File: src/rtl/core/slwc_pkg.sv
// ----------------------------------------------------------------------------
// slwc_pkg
// Shared types and constants for the sized literal width checker: verdict
// and phase codes, base codes and the character codes of the literal form.
// ----------------------------------------------------------------------------
package slwc_pkg;

  typedef enum logic [2:0] {
    VERDICT_NO_MATCH      = 3'd0,
    VERDICT_WIDTH_SKIPPED = 3'd1,
    VERDICT_VALUE_INVALID = 3'd2,
    VERDICT_FITS          = 3'd3,
    VERDICT_OVERFLOWS     = 3'd4
  } verdict_t;

  typedef enum logic [1:0] {
    PHASE_WIDTH = 2'd0,
    PHASE_BASE  = 2'd1,
    PHASE_VALUE = 2'd2
  } phase_t;

  typedef enum logic [1:0] {
    BASE_BIN = 2'd0,
    BASE_OCT = 2'd1,
    BASE_DEC = 2'd2,
    BASE_HEX = 2'd3
  } base_t;

  localparam logic [6:0] WIDTH_SAT = 7'd64;

  localparam logic [7:0] CH_ZERO   = 8'h30;
  localparam logic [7:0] CH_NINE   = 8'h39;
  localparam logic [7:0] CH_APOS   = 8'h27;
  localparam logic [7:0] CH_UNDER  = 8'h5f;
  localparam logic [7:0] CH_LF     = 8'h0a;
  localparam logic [7:0] CH_CR     = 8'h0d;
  localparam logic [7:0] CH_CASE   = 8'h20;
  localparam logic [7:0] CH_LOW_A  = 8'h61;
  localparam logic [7:0] CH_LOW_B  = 8'h62;
  localparam logic [7:0] CH_LOW_D  = 8'h64;
  localparam logic [7:0] CH_LOW_F  = 8'h66;
  localparam logic [7:0] CH_LOW_H  = 8'h68;
  localparam logic [7:0] CH_LOW_O  = 8'h6f;

  localparam logic [4:0] DIGIT_NONE = 5'd16;

  function automatic logic [4:0] radix_of(input base_t base);
    logic [4:0] r;
    case (base)
      BASE_BIN: r = 5'd2;
      BASE_OCT: r = 5'd8;
      BASE_DEC: r = 5'd10;
      BASE_HEX: r = 5'd16;
      default:  r = 5'd16;
    endcase
    return r;
  endfunction

  // hex digit value of a character, or DIGIT_NONE
  function automatic logic [4:0] digit_of(input logic [7:0] c);
    logic [7:0] folded;
    logic [4:0] d;
    folded = c | CH_CASE;
    if (c inside {[CH_ZERO:CH_NINE]}) begin
      d = 5'(c - CH_ZERO);
    end else if (folded inside {[CH_LOW_A:CH_LOW_F]}) begin
      d = 5'(folded - CH_LOW_A) + 5'd10;
    end else begin
      d = DIGIT_NONE;
    end
    return d;
  endfunction

endpackage

File: src/rtl/core/sized_literal_width_checker_unit.sv
// ----------------------------------------------------------------------------
// sized_literal_width_checker_unit
// A final character is held in the input register, and its verdict is registered from there.
// Throughput: one character per cycle; a final character waits in the input
// register while the previous verdict is still held downstream.
// Reset: synchronous; clears the pipeline and returns the parser to the
// width digits phase. The parser also returns there after every verdict.
// ----------------------------------------------------------------------------
module sized_literal_width_checker_unit (
  input  logic                clk,
  input  logic                rst,
  input  logic                item_valid,
  output logic                item_stall,
  input  logic [7:0]          char_code,
  input  logic                last_char,
  output logic                result_valid,
  input  logic                result_stall,
  output slwc_pkg::verdict_t  verdict,
  output logic [63:0]         parsed_value,
  output logic [6:0]          declared_width,
  output logic [62:0]         max_value
);
  import slwc_pkg::*;

  logic        s1_valid;
  logic [7:0]  s1_char;
  logic        s1_last;
  logic        s1_go;

  phase_t      phase, phase_next;
  logic [6:0]  width_acc, width_acc_next;
  logic        width_seen, width_seen_next;
  base_t       base_code, base_code_next;
  logic [63:0] value_acc, value_acc_next;
  logic        value_chars_seen, value_chars_seen_next;
  logic        value_digit_seen, value_digit_seen_next;
  logic        value_bad, value_bad_next;
  logic        form_bad, form_bad_next;

  logic [3:0]  dec_digit;
  logic [9:0]  width_sum;
  logic [4:0]  digit;
  logic [4:0]  radix;
  logic [67:0] value_scaled;
  logic [67:0] value_sum;
  logic [7:0]  folded;
  logic [63:0] max_full;

  verdict_t    verdict_next;
  logic [63:0] parsed_value_next;
  logic [62:0] max_value_next;

  assign item_stall = s1_valid && s1_last && result_valid && result_stall;
  assign s1_go      = s1_valid && !item_stall;

  always_comb begin
    dec_digit    = 4'(s1_char - CH_ZERO);
    width_sum    = ({3'b0, width_acc} << 3) + ({3'b0, width_acc} << 1) + {6'b0, dec_digit};
    digit        = digit_of(s1_char);
    radix        = radix_of(base_code);
    folded       = s1_char | CH_CASE;
    case (base_code)
      BASE_BIN: value_scaled = {4'b0, value_acc} << 1;
      BASE_OCT: value_scaled = {4'b0, value_acc} << 3;
      BASE_DEC: value_scaled = ({4'b0, value_acc} << 3) + ({4'b0, value_acc} << 1);
      BASE_HEX: value_scaled = {4'b0, value_acc} << 4;
      default:  value_scaled = {4'b0, value_acc} << 4;
    endcase
    value_sum = value_scaled + {63'b0, digit};

    phase_next            = phase;
    width_acc_next        = width_acc;
    width_seen_next       = width_seen;
    base_code_next        = base_code;
    value_acc_next        = value_acc;
    value_chars_seen_next = value_chars_seen;
    value_digit_seen_next = value_digit_seen;
    value_bad_next        = value_bad;
    form_bad_next         = form_bad;

    if (!form_bad) begin
      case (phase)
        PHASE_WIDTH: begin
          if (s1_char inside {[CH_ZERO:CH_NINE]}) begin
            width_acc_next  = (width_sum > {3'b0, WIDTH_SAT}) ? WIDTH_SAT : width_sum[6:0];
            width_seen_next = 1'b1;
          end else if (s1_char == CH_APOS && width_seen) begin
            phase_next = PHASE_BASE;
          end else begin
            form_bad_next = 1'b1;
          end
        end
        PHASE_BASE: begin
          phase_next = PHASE_VALUE;
          case (folded)
            CH_LOW_B: base_code_next = BASE_BIN;
            CH_LOW_O: base_code_next = BASE_OCT;
            CH_LOW_D: base_code_next = BASE_DEC;
            CH_LOW_H: base_code_next = BASE_HEX;
            default: begin
              phase_next    = PHASE_BASE;
              form_bad_next = 1'b1;
            end
          endcase
        end
        default: begin
          value_chars_seen_next = 1'b1;
          if (s1_char == CH_LF || s1_char == CH_CR) begin
            form_bad_next = 1'b1;
          end else if (s1_char != CH_UNDER && !value_bad) begin
            if (digit >= radix || (|value_sum[67:64])) begin
              value_bad_next = 1'b1;
            end else begin
              value_acc_next        = value_sum[63:0];
              value_digit_seen_next = 1'b1;
            end
          end
        end
      endcase
    end

    max_full          = (64'd1 << width_acc_next[5:0]) - 64'd1;
    parsed_value_next = '0;
    max_value_next    = '0;
    if (form_bad_next || phase_next != PHASE_VALUE || !value_chars_seen_next) begin
      verdict_next = VERDICT_NO_MATCH;
    end else if (width_acc_next == 7'd0 || width_acc_next >= WIDTH_SAT) begin
      verdict_next = VERDICT_WIDTH_SKIPPED;
    end else if (value_bad_next || !value_digit_seen_next || (&value_acc_next)) begin
      verdict_next = VERDICT_VALUE_INVALID;
    end else begin
      parsed_value_next = value_acc_next;
      max_value_next    = max_full[62:0];
      verdict_next      = (value_acc_next > max_full) ? VERDICT_OVERFLOWS : VERDICT_FITS;
    end
  end

  always_ff @(posedge clk) begin
    if (rst) begin
      s1_valid         <= 1'b0;
      result_valid     <= 1'b0;
      phase            <= PHASE_WIDTH;
      width_acc        <= '0;
      width_seen       <= 1'b0;
      base_code        <= BASE_BIN;
      value_acc        <= '0;
      value_chars_seen <= 1'b0;
      value_digit_seen <= 1'b0;
      value_bad        <= 1'b0;
      form_bad         <= 1'b0;
    end else begin
      if (!item_stall) begin
        s1_valid <= item_valid;
        s1_char  <= char_code;
        s1_last  <= last_char;
      end
      if (result_valid && !result_stall) begin
        result_valid <= 1'b0;
      end
      if (s1_go) begin
        if (s1_last) begin
          result_valid     <= 1'b1;
          verdict          <= verdict_next;
          parsed_value     <= parsed_value_next;
          declared_width   <= width_acc_next;
          max_value        <= max_value_next;
          // back to the start for the next literal
          phase            <= PHASE_WIDTH;
          width_acc        <= '0;
          width_seen       <= 1'b0;
          base_code        <= BASE_BIN;
          value_acc        <= '0;
          value_chars_seen <= 1'b0;
          value_digit_seen <= 1'b0;
          value_bad        <= 1'b0;
          form_bad         <= 1'b0;
        end else begin
          phase            <= phase_next;
          width_acc        <= width_acc_next;
          width_seen       <= width_seen_next;
          base_code        <= base_code_next;
          value_acc        <= value_acc_next;
          value_chars_seen <= value_chars_seen_next;
          value_digit_seen <= value_digit_seen_next;
          value_bad        <= value_bad_next;
          form_bad         <= form_bad_next;
        end
      end
    end
  end

endmodule

File: config.mk
export PLATFORM = sky130hd
export DESIGN_NAME = sized_literal_width_checker_unit
export DESIGN_NICKNAME = d
export VERILOG_FILES = /design/src/rtl/core/slwc_pkg.sv /design/src/rtl/core/sized_literal_width_checker_unit.sv
export SDC_FILE = /design/constraint.sdc
export NUM_CORES = 1
export LEC_CHECK = 0
export ABC_AREA = 1
export BUFFER_PORTS_ARGS = -buffer_cell sky130_fd_sc_hd__buf_2
export CAP_MARGIN = 20
export CORE_MARGIN = 2
export CORE_UTILIZATION = 50
export DETAILED_ROUTE_END_ITERATION = 8
export GPL_TIMING_DRIVEN = 0
export HOLD_SLACK_MARGIN = 0.06
export PLACE_DENSITY_LB_ADDON = 0.25
export SYNTH_ARGS = -nofsm -noshare
export SYNTH_HDL_FRONTEND = slang
export SYNTH_SLANG_ARGS = --single-unit
File: constraint.sdc
create_clock -name clk -period 13.9 [get_ports clk]
set_input_delay 2.78 -clock clk [delete_from_list [all_inputs] [get_ports clk]]
set_output_delay 2.78 -clock clk [all_outputs]
set_load 0.02 [all_outputs]
Word-level counts from Yosys, hierarchy flattened
Index checks and enable logic that the tools add are counted.
{"block": "word_totals", "latch_bits": 0, "output_inout_bits": 139, "memories": 0, "regBits": 228, "wordCells": 147, "inputBits": 13, "ramBits": 0, "mem_bits_ro": 0}
{"block": "op_classes", "n_shift": 1, "reduce_logical": 38, "eq_ne": 14, "n_mux": 57, "order_cmp": 8, "bitwise_logic": 2, "div_mod_pow": 0, "mul": 0, "add_sub_neg": 8}
{"operator": "$mux W64", "count": 6}
{"operator": "$pmux W68 S4", "count": 1}
{"operator": "$add A67 B65 Y68", "count": 1}
{"operator": "$add A68 B5 Y68", "count": 1}
{"operator": "$gt A64 B64 Y1", "count": 1}
{"operator": "$reduce_and A64 Y1", "count": 1}
{"operator": "$shl A1 B6 Y64 const A", "count": 1}
{"operator": "$sub A64 B1 Y64 const B", "count": 1}
{"operator": "$mux W7", "count": 5}
{"operator": "$mux W1", "count": 29}
{"operator": "$eq A7 B6 Y1 const B", "count": 4}
{"operator": "$pmux W5 S4", "count": 1}
{"operator": "$mux W2", "count": 9}
{"operator": "$eq A8 B4 Y1 const B", "count": 2}
{"operator": "$add A10 B4 Y10", "count": 1}
{"operator": "$add A10 B8 Y10", "count": 1}
{"operator": "$gt A10 B7 Y1 const B", "count": 1}
{"operator": "$mux W5", "count": 2}
{"operator": "$logic_and A1 B1 Y1", "count": 9}
{"operator": "$eq A8 B6 Y1 const B", "count": 1}
{"operator": "$ge A8 B6 Y1 const B", "count": 1}
{"operator": "$ge A8 B7 Y1 const B", "count": 1}
{"operator": "$le A8 B6 Y1 const B", "count": 1}
{"operator": "$le A8 B7 Y1 const B", "count": 1}
{"operator": "26 further kinds", "count": 46}

Longest topological paths before layout
{"block": "depth", "ltp_word": 17, "depth_mapped": 51, "depth_no_buf": 46}

Worst setup path after synthesis
No wires, ideal clock.
{"block": "synth_path", "path_kind": "input to register", "from": "input result_stall", "to": "register declared_width[0], enable pin", "setup_slack_ps": 4548, "required_time_ps": 13265, "setup_ps": 635, "stages": 3, "t_arrival_ps": 8717, "path_buffers": 0, "cell_sequence": "a21oi_1 -> inv_1 -> nor2_1"}
{"block": "synth_between", "elab_chain_len": 4}
{"item": "from (decl)", "line": "sized_literal_width_checker_unit.sv:17", "rtl": "input logic result_stall,"}
{"item": "$logic_and A1 B1 Y1", "line": "sized_literal_width_checker_unit.sv:53", "rtl": "assign item_stall = s1_valid && s1_last && result_valid && result_stall;"}
{"item": "$logic_not A1 Y1"}
{"item": "$logic_and A1 B1 Y1", "line": "sized_literal_width_checker_unit.sv:54", "rtl": "assign s1_go = s1_valid && !item_stall;"}
{"item": "$reduce_and A3 Y1 (no source line)"}
{"item": "to (signal assigned)", "line": "sized_literal_width_checker_unit.sv:165", "rtl": "declared_width <= width_acc_next;"}
{"item": "to (decl)", "line": "sized_literal_width_checker_unit.sv:20", "rtl": "output logic [6:0] declared_width,"}
No other way between the ends.
A chain may end at the register's enable or synchronous reset.

Worst setup path after layout
{"block": "layout_path", "from": "register s1_char[3]", "to": "register verdict[1], data pin"}
{"block": "layout_between", "elab_cells_between_ends": 75, "cone_classes": "add/sub (6); order compare (8); eq/ne (9); shift (1); mux (34); reduce/logical (17)"}
{"item": "from (decl)", "line": "sized_literal_width_checker_unit.sv:26", "rtl": "logic [7:0] s1_char;"}
{"item": "from (signal assigned)", "line": "sized_literal_width_checker_unit.sv:154", "rtl": "s1_char <= char_code;"}
{"item": "$sub A5 B5 Y5", "line": "slwc_pkg.sv:65", "rtl": "d = 5'(c - CH_ZERO);"}
{"item": "$add A10 B4 Y10", "line": "sized_literal_width_checker_unit.sv:58", "rtl": "width_sum = ({3'b0, width_acc} << 3) + ({3'b0, width_acc} << 1) + {6'b0, dec_digit};"}
{"item": "$gt A10 B7 Y1", "line": "sized_literal_width_checker_unit.sv:85", "rtl": "width_acc_next = (width_sum > {3'b0, WIDTH_SAT}) ? WIDTH_SAT : width_sum[6:0];"}
{"item": "$mux W7", "line": "sized_literal_width_checker_unit.sv:85"}
{"item": "$mux W7 (*)", "line": "sized_literal_width_checker_unit.sv:84", "rtl": "if (s1_char inside {[CH_ZERO:CH_NINE]}) begin"}
{"item": "$mux W7 (*)", "line": "sized_literal_width_checker_unit.sv:82", "rtl": "case (phase)"}
{"item": "$mux W7 (*)", "line": "sized_literal_width_checker_unit.sv:81", "rtl": "if (!form_bad) begin"}
{"item": "$shl A1 B6 Y64 (*)", "line": "sized_literal_width_checker_unit.sv:122", "rtl": "max_full = (64'd1 << width_acc_next[5:0]) - 64'd1;"}
{"item": "$sub A64 B1 Y64 (*)", "line": "sized_literal_width_checker_unit.sv:122"}
{"item": "via max_full[0]", "line": "sized_literal_width_checker_unit.sv:47", "rtl": "logic [63:0] max_full;"}
{"item": "$gt A64 B64 Y1 (*)", "line": "sized_literal_width_checker_unit.sv:134", "rtl": "verdict_next = (value_acc_next > max_full) ? VERDICT_OVERFLOWS : VERDICT_FITS;"}
{"item": "$mux W3 (*)", "line": "sized_literal_width_checker_unit.sv:134"}
{"item": "$mux W2 (*)", "line": "sized_literal_width_checker_unit.sv:129", "rtl": "end else if (value_bad_next || !value_digit_seen_next || (&value_acc_next)) begin"}
{"item": "to (signal assigned)", "line": "sized_literal_width_checker_unit.sv:163", "rtl": "verdict <= verdict_next;"}
{"item": "to (decl)", "line": "sized_literal_width_checker_unit.sv:18", "rtl": "output slwc_pkg::verdict_t verdict,"}
Mark *: on every way through the listed nets, which the timed path passes. The rest lies on a longest branch.

==> impl_metrics.py <==
metrics = {
    "placement": {
        "io_buffers": 150,
        "hpwl_um": 67570,
        "dpl.cell_count": 4488,
        "gp_congestion": 1.047,
    },
    "clocking": {
        "clk_path_buf_depth": 3,
        "cts.repair.resized": 0,
        "cts_buffers": 24,
        "clkSlewWorstSetupHoldPaths_ns": 0.06,
        "postCtsHoldBufs": 0,
        "cts_setup_buffers": 0,
        "htreeDepth": 1,
        "worst_skew_pair.late_latency_ns": 0.55,
        "cts.sink_count": 228,
        "cts_root_buf": "clkbuf_16",
        "cts_tree": "yes",
    },
    "run_status": {
        "status": "complete, no violations",
    },
    "pwr": {
        "p_sw_w": 0.0003534,
        "intPower_w": 0.001143,
        "ir_drop_v": 0.00008478,
        "power.leakage_nw": 12.24,
        "p_clk_frac": 0.448,
        "p_sw_frac": 0.2361,
        "seqPwrFrac": 0.486,
        "p_per_area_mw_per_mm2": 59.12,
        "p_comb_frac": 0.067,
    },
    "finish": {
        "utilization": 0.5591,
        "n_antenna_cell": 0,
        "drive_above_1_share": 0.07757,
        "area_growth_pct": 10.42,
        "nets": 4088,
        "final_cells": 4532,
    },
    "die": {
        "core_area_sq_mm": 0.04528,
        "die-area_sq_mm": 0.04759,
        "io_pins": 152,
        "chipHeight_um": 218.1,
        "start_util": 0.5063,
        "row_count": 78,
        "die_width_um": 218.1,
    },
    "global_route": {
        "grt_max_degree": 40,
        "grt_pass1_wl_um": 122800,
        "gr-usage-all-layers": 0.3338,
        "antenna_found_initial": 0,
        "grt_pass1_vias": 21960,
        "gr-total-overflow": 0,
    },
    "setup_path": {
        "critPathMostFrequentCell": "nand2_1",
        "cp-end-kind": "register",
        "worstSetupStartpointType": "register",
        "critical_path_peak_fanout": 10,
        "critPathRequiredTime_ns": 14.17,
        "worst_ep_arrival_time_ns": 9.53,
        "crit_type": "reg -> reg",
        "critical-path-slowest-cell": "nor4b_1",
        "max_stage_delay_ns": 0.76,
    },
    "synth": {
        "synth_commonest_cells": "nand2_1, inv_1, nor2_1, nand3_1, a21oi_1",
        "synth-warning-count": 0,
        "ys.flop_type": "edfxtp_1",
        "synthesis.nets": 3909,
        "synth_seq_cells": 228,
        "synth_top_area_frac": 0.2069,
        "synth_edf_count": 146,
        "yosys-top-cells-area": "nand2_1, edfxtp_1, inv_1, ha_1, nor2_1",
        "postSynth.asyncResetShare": 0,
        "yosysTopAreaCell": "nand2_1",
        "syn_area_per_cell_sq_um": 6.139,
        "yosysSeqAreaShare": 0.2628,
        "synthDistinctLibCells": 50,
        "yosysMostFrequentCell": "nand2_1",
        "syn_inst": 3735,
        "syn-cell-area_sq_mm": 0.02293,
    },
    "worst_hold_path": {
        "hp-class": "reg -> reg",
    },
    "timing": {
        "setup_viol": 0,
        "rsz0062_at_grt": "no",
        "tightest_slew_ns": 1.136,
        "setup_tns_ns": 0,
        "maxSlewHeadroom": 0.2370,
        "min_period_over_period": 0.6659,
        "hold_ws_ns": 0.4935,
        "min_period_ns": 9.257,
        "fmax_mhz": 108.0,
        "slew_viol_final": 0,
        "finalHoldViolations": 0,
        "finClkSkew_ns": 0.02974,
    },
    "detailed_routing": {
        "routed_wl_um": 81760,
        "drtIter0Drc": 3093,
        "drc": 0,
        "postRouteAntennaNets": 0,
        "dr.pass1.iters": 6,
        "num_vias": 25100,
        "wl_per_cell_um": 18.04,
        "via_per_inst": 5.539,
    },
    "flow_run": {
        "maxCapViolCount": 0,
    },
}
[logic make-up (layout without fill, tap and decap cells)]
family,count (synthesis),after routing,synth area share
buffers and inverters,657,854,0.1132
XOR/XNOR,84,84,0.03209
adder cells (fa/ha/maj),161,161,0.08917
other,1,1,0.0001636
AO/OA/AOI/OAI,401,401,0.1022
flip-flops,228,228,0.2628
AND/OR/NAND/NOR,2203,2203,0.4004
[power groups by stage]
stage / Clock (W) / Combinational (W) / Sequential [W]
final: 0.000670 / 0.000100 / 0.000727
after global routing: 0.000699 / 0.000110 / 0.000727
after CTS: 0.000673 / 0.0000989 / 0.000727
after detailed placement: 0 / 0.0000982 / 0.000741
after global placement: 0 / 0.0000962 / 0.000744
after floorplan: 0 / 0.0000573 / 0.000751
[registers in the layout, summed over array words and instances (netlist names), 2 cells and up]
signal          count
parsed_value       64
phase               2
value_acc          64
verdict             3
max_value          63
declared_width      7
width_acc           7
base_code           2
s1_char             8
[worst max-delay path: cells and delay by family (launching register included)]
kind | cells | cell delay (ns)
buffers and inverters | 7 | 1.07
and+or+nand+nor | 23 | 4.36
AOI/OAI and AO/OA | 5 | 1.64
adders and majority gates | 4 | 1.52
DFF | 1 | 0.40
[routing by layer]
layer	vias to the layer above	GRT usage	part of all wire
li1	12450	-	-
met1	11340	0.4686	0.43
met2	1159	0.5188	0.43
met3	157	0.06625	0.10
met4	0	0.09569	0.034
met5	-	0	0
[stage by stage]
step	setup WS, ns	power (W)	instance area (sq um)
after global placement	2.169	0.0008403	24430
after global routing	4.065	0.001536	25320
after floorplan	4.548	0.0008079	22930
after detailed placement	4.921	0.0008397	24500
after CTS	4.904	0.001499	25320
final	4.643	0.001497	25320
[area by class of cell]
type	instances	area, sq um
clock buffers	35	704.4
multi-input cells	2850	14320
fillers	4678	19970
inverters	546	2049
plain buffers	111	545.5
well taps	600	750.7
flip-flops and latches	228	6026
clock inverters	9	110.1
repair buffers	153	810.8
[path summary, 6_finish.rpt]
kind                     start           end  slack [ns]  cells past startpoint
setup reg to reg    s1_char[3]    verdict[1]        4.64                     39
hold / removal    width_acc[0]  width_acc[0]        0.49                      2
hold reg to reg   width_acc[0]  width_acc[0]        0.49                      2
setup / recovery    s1_char[3]    verdict[1]        4.64                     39
[placed cells by master (no fill, tap or decap), types with 4 or more instances in the layout]
cell type | netlist | routed
nand2_1 | 1264 | 1264
clkbuf_1 | 46 | 53
buf_6 | 8 | 8
o21ai_1 | 13 | 13
buf_2 | 52 | 202
nor2_2 | 9 | 9
nand2_2 | 4 | 4
fa_1 | 4 | 4
clkbuf_16 | 0 | 26
buf_1 | 4 | 4
a211oi_1 | 8 | 8
xor2_1 | 56 | 56
o21bai_1 | 6 | 6
inv_2 | 14 | 14
nand3_1 | 265 | 265
xnor2_1 | 28 | 28
nor2_4 | 7 | 8
and2_1 | 9 | 9
a21oi_2 | 5 | 5
a21oi_1 | 251 | 251
nand4_1 | 81 | 81
dfxtp_1 | 82 | 82
nor2_1 | 458 | 457
o22ai_1 | 4 | 4
edfxtp_1 | 146 | 146
o211ai_1 | 4 | 4
ha_1 | 157 | 157
or2_2 | 8 | 8
clkinv_1 | 8 | 8
a221oi_1 | 59 | 59
nor4_1 | 5 | 5
nor3_1 | 53 | 53
o21ai_0 | 37 | 37
nand3b_1 | 31 | 31
inv_1 | 524 | 524
(Power assumes the default switching activity.)
